===== config.mk =====
export PLATFORM = sky130hd
export DESIGN_NAME = iir_direct_form_filter_flat
export DESIGN_NICKNAME = d
export VERILOG_FILES = /design/src/hdl/iirdf_pkg.sv /design/src/hdl/iirdf_sample_if.sv /design/src/hdl/iirdf_result_if.sv /design/src/hdl/iir_direct_form_filter.sv /design/src/flat_wrapper.sv
export SDC_FILE = /design/constraint.sdc
export NUM_CORES = 2
export LEC_CHECK = 0
export BUFFER_PORTS_ARGS = -buffer_cell sky130_fd_sc_hd__clkbuf_2
export CAP_MARGIN = 30
export CORE_ASPECT_RATIO = 1.1
export CORE_MARGIN = 3
export CORE_UTILIZATION = 35
export DETAILED_ROUTE_END_ITERATION = 10
export PLACE_DENSITY = 0.51
export SLEW_MARGIN = 15
export SYNTH_ARGS = -nofsm -noshare
export SYNTH_HDL_FRONTEND = slang
export SYNTH_SLANG_ARGS = --single-unit

===== constraint.sdc =====
create_clock -name i_clk -period 10.65 [get_ports i_clk]
set_clock_uncertainty 0.15 [all_clocks]
set_input_delay 1.065 -clock i_clk [delete_from_list [all_inputs] [get_ports i_clk]]
set_output_delay 1.065 -clock i_clk [all_outputs]
set_load 0.03 [all_outputs]

===== src/hdl/iirdf_pkg.sv =====
// Shared types and constants of the direct form I IIR filter.
package iirdf_pkg;

    localparam int DATA_W   = 32;
    localparam int COEF_W   = 48;
    localparam int NUM_FEED = 4;
    localparam int NUM_BACK = 3;
    localparam int NUM_REGS = 8;
    localparam int ACC_W    = 84;

    typedef logic signed [DATA_W-1:0] t_sample;
    typedef logic signed [COEF_W-1:0] t_coef;
    typedef logic [2:0]               t_cfg_idx;
    typedef logic [2:0]               t_num_terms;

    localparam t_cfg_idx REG_NUM_TERMS = 3'd0;
    localparam t_cfg_idx REG_FEED_0    = 3'd1;
    localparam t_cfg_idx REG_FEED_1    = 3'd2;
    localparam t_cfg_idx REG_FEED_2    = 3'd3;
    localparam t_cfg_idx REG_FEED_3    = 3'd4;
    localparam t_cfg_idx REG_BACK_0    = 3'd5;
    localparam t_cfg_idx REG_BACK_1    = 3'd6;
    localparam t_cfg_idx REG_BACK_2    = 3'd7;

    localparam t_sample SAT_MAX = 32'sh7FFF_FFFF;
    localparam t_sample SAT_MIN = 32'sh8000_0000;

    // One multiply request travelling down the arithmetic pipe.
    typedef struct packed {
        logic       valid;
        logic [1:0] term;
        logic       is_back;
        logic       is_high;
    } t_op_tag;

endpackage


===== src/hdl/iirdf_sample_if.sv =====
// Request channel carrying one raw sensor sample.
interface iirdf_sample_if;
    import iirdf_pkg::*;

    logic    valid;
    logic    ready;
    t_sample sample;

    modport source (output valid, output sample, input ready);
    modport sink (input valid, input sample, output ready);
endinterface


===== src/hdl/iirdf_result_if.sv =====
// Request channel carrying one filtered value and its saturation flag.
interface iirdf_result_if;
    import iirdf_pkg::*;

    logic    valid;
    logic    ready;
    t_sample filtered;
    logic    saturated;

    modport source (output valid, output filtered, output saturated, input ready);
    modport sink (input valid, input filtered, input saturated, output ready);
endinterface


===== src/hdl/iir_direct_form_filter.sv =====
// Direct form I IIR filter with ring histories held in two small synchronous memories.
// Each request takes a low-half and a high-half multiplier pass per feedforward tap and per
// active feedback tap; identity mode skips the multiplier and hands the sample straight on.
// One request at a time goes through the single shared 33 x 32 bit multiplier, so the next
// request is taken only once the last result has been registered for output.
// Reset (synchronous, active low) clears the configuration, the history valid bits,
// the write slot and all handshake state; history entries not yet written read as zero.
module iir_direct_form_filter #(
    parameter int MAX_TAPS = 4
) (
    input  logic                 i_clk,
    input  logic                 i_rst_n,
    input  logic                 i_cfg_we,
    input  iirdf_pkg::t_cfg_idx  i_cfg_idx,
    input  iirdf_pkg::t_coef     i_cfg_data,
    iirdf_sample_if.sink         i_smp,
    iirdf_result_if.source       o_res
);
    import iirdf_pkg::*;

    localparam int SW = (MAX_TAPS > 1) ? $clog2(MAX_TAPS) : 1;
    localparam int TW = SW + 2;
    localparam logic [2:0] TAP_CLAMP = (MAX_TAPS > 7) ? 3'd7 : 3'(MAX_TAPS);
    localparam logic [SW-1:0] LAST_SLOT = SW'(MAX_TAPS - 1);

    localparam logic [1:0] ST_IDLE = 2'd0;
    localparam logic [1:0] ST_RUN  = 2'd1;
    localparam logic [1:0] ST_FIN  = 2'd2;

    // Configuration registers.
    t_num_terms r_num_terms;
    t_coef      r_feed [NUM_FEED];
    t_coef      r_back [NUM_BACK];

    always_ff @(posedge i_clk) begin
        if (!i_rst_n) begin
            r_num_terms <= '0;
            for (int k = 0; k < NUM_FEED; k++) r_feed[k] <= '0;
            for (int k = 0; k < NUM_BACK; k++) r_back[k] <= '0;
        end else if (i_cfg_we) begin
            unique case (i_cfg_idx)
                REG_NUM_TERMS: r_num_terms <= i_cfg_data[2:0];
                REG_FEED_0:    r_feed[0] <= i_cfg_data;
                REG_FEED_1:    r_feed[1] <= i_cfg_data;
                REG_FEED_2:    r_feed[2] <= i_cfg_data;
                REG_FEED_3:    r_feed[3] <= i_cfg_data;
                REG_BACK_0:    r_back[0] <= i_cfg_data;
                REG_BACK_1:    r_back[1] <= i_cfg_data;
                REG_BACK_2:    r_back[2] <= i_cfg_data;
                default:       r_num_terms <= r_num_terms;
            endcase
        end
    end

    // Control state.
    logic [1:0]    r_state;
    logic [SW-1:0] r_slot;
    logic [MAX_TAPS-1:0] r_valid;
    logic          r_ident;
    logic [2:0]    r_ntaps;
    logic          r_issuing;
    logic [1:0]    r_term;
    logic [1:0]    r_last_term;
    logic [1:0]    r_sub;
    logic [SW-1:0] r_addr;
    t_op_tag       r_tag1;
    t_op_tag       r_tag2;
    logic          r_out_valid;

    // Payload registers.
    t_sample                   r_sample;
    t_sample                   r_xq;
    t_sample                   r_yq;
    logic                      r_vq;
    logic signed [64:0]        r_prod;
    logic signed [ACC_W-1:0]   r_acc;
    t_sample                   r_out_data;
    logic                      r_out_sat;

    // Ring histories: one write and one registered read per cycle each.
    t_sample mem_x [MAX_TAPS];
    t_sample mem_y [MAX_TAPS];

    logic w_accept;
    logic w_fin_go;
    assign i_smp.ready = (r_state == ST_IDLE);
    assign w_accept    = i_smp.valid && i_smp.ready;
    assign w_fin_go    = (r_state == ST_FIN) && (!r_out_valid || o_res.ready);

    // Window set-up at acceptance: the window ends at the slot being written.
    logic [2:0]    w_ntaps;
    logic [TW-1:0] w_start_raw;
    logic [SW-1:0] w_start;
    logic [1:0]    w_last_term;
    always_comb begin
        w_ntaps     = (r_num_terms > TAP_CLAMP) ? TAP_CLAMP : r_num_terms;
        w_start_raw = TW'(r_slot) + TW'(MAX_TAPS + 1) - TW'(w_ntaps);
        if (w_start_raw >= TW'(MAX_TAPS)) begin
            w_start_raw = w_start_raw - TW'(MAX_TAPS);
        end
        w_start     = w_start_raw[SW-1:0];
        // Only the four oldest taps of the window carry a feedforward coefficient.
        w_last_term = (w_ntaps > 3'(NUM_FEED)) ? 2'(NUM_FEED - 1) : 2'(w_ntaps - 3'd1);
    end

    // The newest output tap never contributes, nor does any tap past the third.
    logic w_back_en;
    assign w_back_en = ((3'(r_term) + 3'd1) < r_ntaps) && (r_term < 2'(NUM_BACK));

    always_ff @(posedge i_clk) begin
        if (!i_rst_n) begin
            r_state     <= ST_IDLE;
            r_slot      <= '0;
            r_valid     <= '0;
            r_ident     <= 1'b0;
            r_ntaps     <= '0;
            r_issuing   <= 1'b0;
            r_term      <= '0;
            r_last_term <= '0;
            r_sub       <= '0;
            r_addr      <= '0;
            r_tag1      <= '0;
            r_tag2      <= '0;
            r_out_valid <= 1'b0;
        end else begin
            if (w_fin_go) begin
                r_out_valid <= 1'b1;
            end else if (o_res.ready) begin
                r_out_valid <= 1'b0;
            end
            if (r_state == ST_RUN && r_issuing) begin
                r_tag1 <= '{valid: 1'b1, term: r_term,
                            is_back: r_sub[1], is_high: r_sub[0]};
            end else begin
                r_tag1 <= '0;
            end
            r_tag2 <= r_tag1;

            unique case (r_state)
                ST_IDLE: begin
                    if (w_accept) begin
                        r_ident     <= (r_num_terms == '0);
                        r_ntaps     <= w_ntaps;
                        r_last_term <= w_last_term;
                        r_addr      <= w_start;
                        r_term      <= '0;
                        r_sub       <= '0;
                        if (r_num_terms == '0) begin
                            r_state <= ST_FIN;
                        end else begin
                            r_valid[r_slot] <= 1'b1;
                            r_issuing       <= 1'b1;
                            r_state         <= ST_RUN;
                        end
                    end
                end
                ST_RUN: begin
                    if (r_issuing) begin
                        if (r_sub == 2'd0 || r_sub == 2'd2) begin
                            r_sub <= r_sub + 2'd1;
                        end else if (r_sub == 2'd1 && w_back_en) begin
                            r_sub <= 2'd2;
                        end else begin
                            r_sub  <= 2'd0;
                            r_term <= r_term + 2'd1;
                            r_addr <= (r_addr == LAST_SLOT) ? '0 : r_addr + SW'(1);
                            if (r_term == r_last_term) begin
                                r_issuing <= 1'b0;
                            end
                        end
                    end else if (!r_tag1.valid && !r_tag2.valid) begin
                        r_state <= ST_FIN;
                    end
                end
                ST_FIN: begin
                    if (w_fin_go) begin
                        r_state     <= ST_IDLE;
                        if (!r_ident) begin
                            r_slot <= (r_slot == LAST_SLOT) ? '0 : r_slot + SW'(1);
                        end
                    end
                end
                default: r_state <= ST_IDLE;
            endcase
        end
    end

    // Rounding of the Q52.32 sum to nearest, ties upward, then clipping to 32 bits.
    logic signed [ACC_W-1:0] w_round;
    logic [ACC_W-33:0]       w_quot;
    logic                    w_sat;
    t_sample                 w_result;
    always_comb begin
        w_round = r_acc + ACC_W'(64'sd2147483648);
        w_quot  = w_round[ACC_W-1:32];
        w_sat   = !((&w_quot[ACC_W-33:31]) || !(|w_quot[ACC_W-33:31]));
        if (r_ident) begin
            w_result = r_sample;
        end else if (w_sat) begin
            w_result = w_quot[ACC_W-33] ? SAT_MIN : SAT_MAX;
        end else begin
            w_result = t_sample'(w_quot[31:0]);
        end
    end

    // Multiply stage: coefficient halves are the unsigned low 32 bits and the
    // signed high 16 bits, so each coefficient takes two passes through the multiplier.
    t_coef              w_coef;
    logic signed [32:0] w_cpart;
    t_sample            w_val;
    always_comb begin
        w_coef  = r_tag1.is_back ? r_back[r_tag1.term] : r_feed[r_tag1.term];
        w_cpart = r_tag1.is_high ? 33'($signed(w_coef[COEF_W-1:32]))
                                 : $signed({1'b0, w_coef[31:0]});
        w_val   = !r_vq ? '0 : (r_tag1.is_back ? r_yq : r_xq);
    end

    logic signed [ACC_W-1:0] w_term;
    assign w_term = r_tag2.is_high ? $signed({r_prod[ACC_W-33:0], 32'b0})
                                   : ACC_W'(r_prod);

    always_ff @(posedge i_clk) begin
        if (w_accept) begin
            r_sample <= i_smp.sample;
            r_acc    <= '0;
            if (r_num_terms != '0) begin
                mem_x[r_slot] <= i_smp.sample;
            end
        end else if (r_tag2.valid) begin
            // Feedback terms are subtracted, which spares negating the output.
            r_acc <= r_tag2.is_back ? r_acc - w_term : r_acc + w_term;
        end
        if (w_fin_go && !r_ident) begin
            mem_y[r_slot] <= w_result;
        end
        if (w_fin_go) begin
            r_out_data <= w_result;
            r_out_sat  <= w_sat && !r_ident;
        end
        r_xq   <= mem_x[r_addr];
        r_yq   <= mem_y[r_addr];
        r_vq   <= r_valid[r_addr];
        r_prod <= w_cpart * w_val;
    end

    assign o_res.valid     = r_out_valid;
    assign o_res.filtered  = r_out_data;
    assign o_res.saturated = r_out_sat;

endmodule


===== src/flat_wrapper.sv =====
// flat-port wrapper written by rule: the top's interface ports become plain ports
module iir_direct_form_filter_flat import iirdf_pkg::*;
#(
    parameter int MAX_TAPS = 4
)
  (i_clk, i_rst_n, i_cfg_we, i_cfg_idx, i_cfg_data, i_smp_valid, i_smp_sample, i_smp_ready, o_res_valid, o_res_filtered, o_res_saturated, o_res_ready);
  iirdf_sample_if i_smp_i ();
  iirdf_result_if o_res_i ();
  input  logic i_clk;
  input  logic i_rst_n;
  input  logic i_cfg_we;
  input  iirdf_pkg::t_cfg_idx i_cfg_idx;
  input  iirdf_pkg::t_coef i_cfg_data;
  input wire logic [$bits(i_smp_i.valid)-1:0] i_smp_valid;
  input wire logic [$bits(i_smp_i.sample)-1:0] i_smp_sample;
  output wire logic [$bits(i_smp_i.ready)-1:0] i_smp_ready;
  output wire logic [$bits(o_res_i.valid)-1:0] o_res_valid;
  output wire logic [$bits(o_res_i.filtered)-1:0] o_res_filtered;
  output wire logic [$bits(o_res_i.saturated)-1:0] o_res_saturated;
  input wire logic [$bits(o_res_i.ready)-1:0] o_res_ready;
  assign i_smp_i.valid = i_smp_valid;
  assign i_smp_i.sample = i_smp_sample;
  assign i_smp_ready = i_smp_i.ready;
  assign o_res_valid = o_res_i.valid;
  assign o_res_filtered = o_res_i.filtered;
  assign o_res_saturated = o_res_i.saturated;
  assign o_res_i.ready = o_res_ready;
  iir_direct_form_filter #(.MAX_TAPS(MAX_TAPS)) u_core (.i_clk(i_clk), .i_rst_n(i_rst_n), .i_cfg_we(i_cfg_we), .i_cfg_idx(i_cfg_idx), .i_cfg_data(i_cfg_data), .i_smp(i_smp_i), .o_res(o_res_i));
endmodule

==> flow_metrics.py <==
metrics = {
    "global_route": {
        "grt_max_degree": 83,
        "grt.total_usage_pct": 22.06,
        "overflow": 0,
        "grt_pass1_wl_mm": 381.3,
        "grt_pass1_vias": 57644,
        "grt_antenna_before_repair": 17,
    },
    "setup_path": {
        "worstReg2RegStart": "u_core.r_tag1[1]",
        "start_kind": "register",
        "worstPathMaxFanout": 40,
        "worst_path_most_repeated_cell": "fa_1",
        "r2r-end": "u_core.r_prod[63]",
        "critical_path_required_ps": 11020,
        "worstPathArrival_ps": 10560,
        "cp-endpoint": "u_core.r_prod[63]",
        "rrSetupSlack_ps": 450,
        "slowest_delay_ps": 650,
        "crit_path_top_delay_cell": "dfxtp_4",
        "critical_path_class": "register to register",
        "endpoint_kind": "register",
        "crit_path_start": "u_core.r_tag1[1]",
        "reg2reg_depth": 34,
    },
    "power_and_ir_drop": {
        "sw_frac_of_total_pct": 31.49,
        "p_leak_nw": 37.54,
        "pwr-share-seq_pct": 41.0,
        "p_clk_share_pct": 35.2,
        "power_switching_mw": 3.190,
        "power_mw": 10.13,
        "powerDensity_mw_per_mm2": 115.4,
        "vdd_ir_drop_max_uv": 145.9,
        "pwr-share-comb_pct": 23.8,
        "p_int_mw": 6.940,
    },
    "final_layout": {
        "area_growth_syn_to_layout_pct": 10.94,
        "final_cells": 10655,
        "final_cell_area_mm2": 0.08776,
        "nets": 9109,
        "final_core_util_pct": 39.17,
        "drive_above_1_share_pct": 10.02,
    },
    "worst_hold_path": {
        "hp-start": "u_core.r_tag1[4]",
        "hold_path.class": "register to register",
    },
    "clocking": {
        "insertion_delay_ps": 750,
        "cts_buffer_depth": 3,
        "numCtsBuffers": 93,
        "cts_tree": "yes",
        "cts_root_buffer": "clkbuf_16",
        "postCtsHoldBufs": 0,
        "numClockSinks": 904,
        "htreeDepth": 3,
        "path_clk_slew_ps": 60,
    },
    "routing": {
        "vias_per_cell": 5.245,
        "detail_route.wl_per_cell_um": 24.08,
        "drtPass1Iterations": 5,
        "antenna_left": 0,
        "vias": 55884,
        "drc": 0,
        "drtIter0Drc": 4443,
        "postRouteWirelength_mm": 256.5,
    },
    "timing": {
        "finalHoldViolations": 0,
        "tns_ps": 0,
        "holdWs_ps": 304.8,
        "max_freq_mhz": 98.09,
        "rsz0062_at_grt": "no",
        "setup_violations": 0,
        "worstMarginPinSlew_ps": 1040,
        "setup_ws_ps": 454.8,
        "period_needed_ps": 10200,
        "period_share_pct": 95.73,
        "final-max-slew-violation-count": 0,
        "relSlewSlack_pct": 30.20,
    },
    "floorplan": {
        "die_x_um": 459.3,
        "die_y_um": 504.6,
        "die-area_mm2": 0.2318,
        "initial_core_util_pct": 35.31,
        "core_mm2": 0.2241,
        "num_rows": 182,
        "ios": 123,
    },
    "placed_design": {
        "place_congestion": 0.9410,
        "place.port_buffers": 122,
        "dp_slack_ps": 300.8,
        "dp_hpwl_mm": 204.3,
        "dpl_cell_area_mm2": 0.08431,
        "dp_cells": 10474,
    },
    "synth": {
        "ys_async_sr_fraction_pct": 0,
        "synthTopCellsByArea": "fa_1 (28%), edfxtp_1 (25%), dfxtp_1 (6.3%)",
        "synth_edf_count": 657,
        "ys_ff_latch": 904,
        "syn-cell-area_mm2": 0.07911,
        "yosysTopAreaCell": "fa_1",
        "synth_top_cell_area_share_pct": 28.16,
        "ys_types": 94,
        "synth_area_per_cell_um2": 10.48,
        "yosys_warnings": 0,
        "syn_inst": 7552,
        "yosysMostFrequentCell": "fa_1",
        "synth_nets": 9034,
        "yosysSeqAreaShare_pct": 31.19,
        "synth_ff_type": "edfxtp_1",
        "yosys-top-cells-count": "fa_1 (1,113), inv_1 (1,066), nor2_1 (838)",
    },
    "outcome": {
        "status": "finished, final reports clean",
    },
    "run": {
        "maxCapViolations": 0,
    },
}
worst max-delay path, delay by kind of cell, from the launching register on:
kind / cells / cell delay [ps]
AOI/OAI and AO/OA: 8 / 1970
xor gates and xnor gates: 1 / 160
adders and majority gates: 9 / 4190
buffers and inverters: 9 / 1320
DFF: 1 / 650
muxes: 2 / 730
and+or+nand+nor: 5 / 700
power groups by stage:
stage / Combinational [mW] / Clock, mW / Sequential, mW
after floorplan: 1.58 / 0 / 4.17
after global placement: 2.39 / 0 / 4.22
after detailed placement: 2.41 / 0 / 4.22
after CTS: 2.42 / 3.65 / 4.15
after global routing: 2.63 / 3.79 / 4.16
final: 2.41 / 3.57 / 4.15
metal layers:
metal | global-route usage [%] | part of all wire (%)
met3 | 2.523 | 5.5
met4 | 7.467 | 3.8
met2 | 37.59 | 50
met5 | 0 | 0.015
met1 | 29.15 | 41
how the worst min path moves through the flow:
| stage | to | slack, ps | depth (start not counted) |
|---|---|---|---|
| global placement | u_core.r_tag2[4] | 290 | 1 |
| detailed placement | u_core.r_tag2[4] | 290 | 1 |
| CTS | u_core.r_tag2[4] | 310 | 1 |
| finish | u_core.r_tag2[4] | 300 | 1 |
| floorplan | u_core.r_tag2[4] | 280 | 1 |
| global route | u_core.r_tag2[4] | 330 | 1 |
final cells by class:
cell class | count | area (um2)
Fill cell | 21980 | 136300
Multi-Input combinational cell | 5183 | 49170
Sequential cell | 904 | 24710
Inverter | 1068 | 4011
Tap cell | 2944 | 3684
Timing Repair Buffer | 377 | 2815
Clock buffer | 116 | 2484
Clock inverter | 57 | 882.1
Antenna cell | 6 | 15.01
cell usage in the layout, fill, tap and decap left out, types with 122 or more instances in the layout:
cell type,netlist,layout
a21oi_1,256,255
and2_1,298,297
mux2i_1,166,166
edfxtp_1,657,657
dfxtp_1,247,237
xor2_1,129,129
buf_4,4,229
fa_1,1113,1113
nand2_1,786,784
xnor2_1,147,146
o21ai_0,192,173
ha_1,281,281
inv_1,1066,1065
clkbuf_2,3,122
nor2_1,838,834
registers in the layout (all words and copies together), names as in the netlist, 3 cells and up, named ones only:
register	cells
u_core.r_feed	192
u_core.r_back	144
u_core.mem_x	128
u_core.mem_y	128
u_core.r_acc	84
u_core.r_prod	65
u_core.o_res.filtered	32
u_core.r_sample	32
u_core.r_xq	32
u_core.r_yq	32
u_core.r_valid	4
u_core.r_ntaps	3
u_core.r_num_terms	3
u_core.r_tag1	3
u_core.r_tag2	3
timing repair:
action | 4_1_cts | 5_1_grt
endpoints found under the setup margin | 0 | 12
buffers inserted | 0 | 1
gates resized for setup | 0 | 8
logic make-up after synthesis:
kind of cell,after synthesis,synth area share [%]
simple gates,2339,13.37
buf+inv,1465,7.041
fa+ha+maj,1394,32.61
flops,904,31.19
compound gates,851,6.791
mux,323,5.944
xor+xnor,276,3.056
No activity file was read; power rests on OpenSTA's default activity.
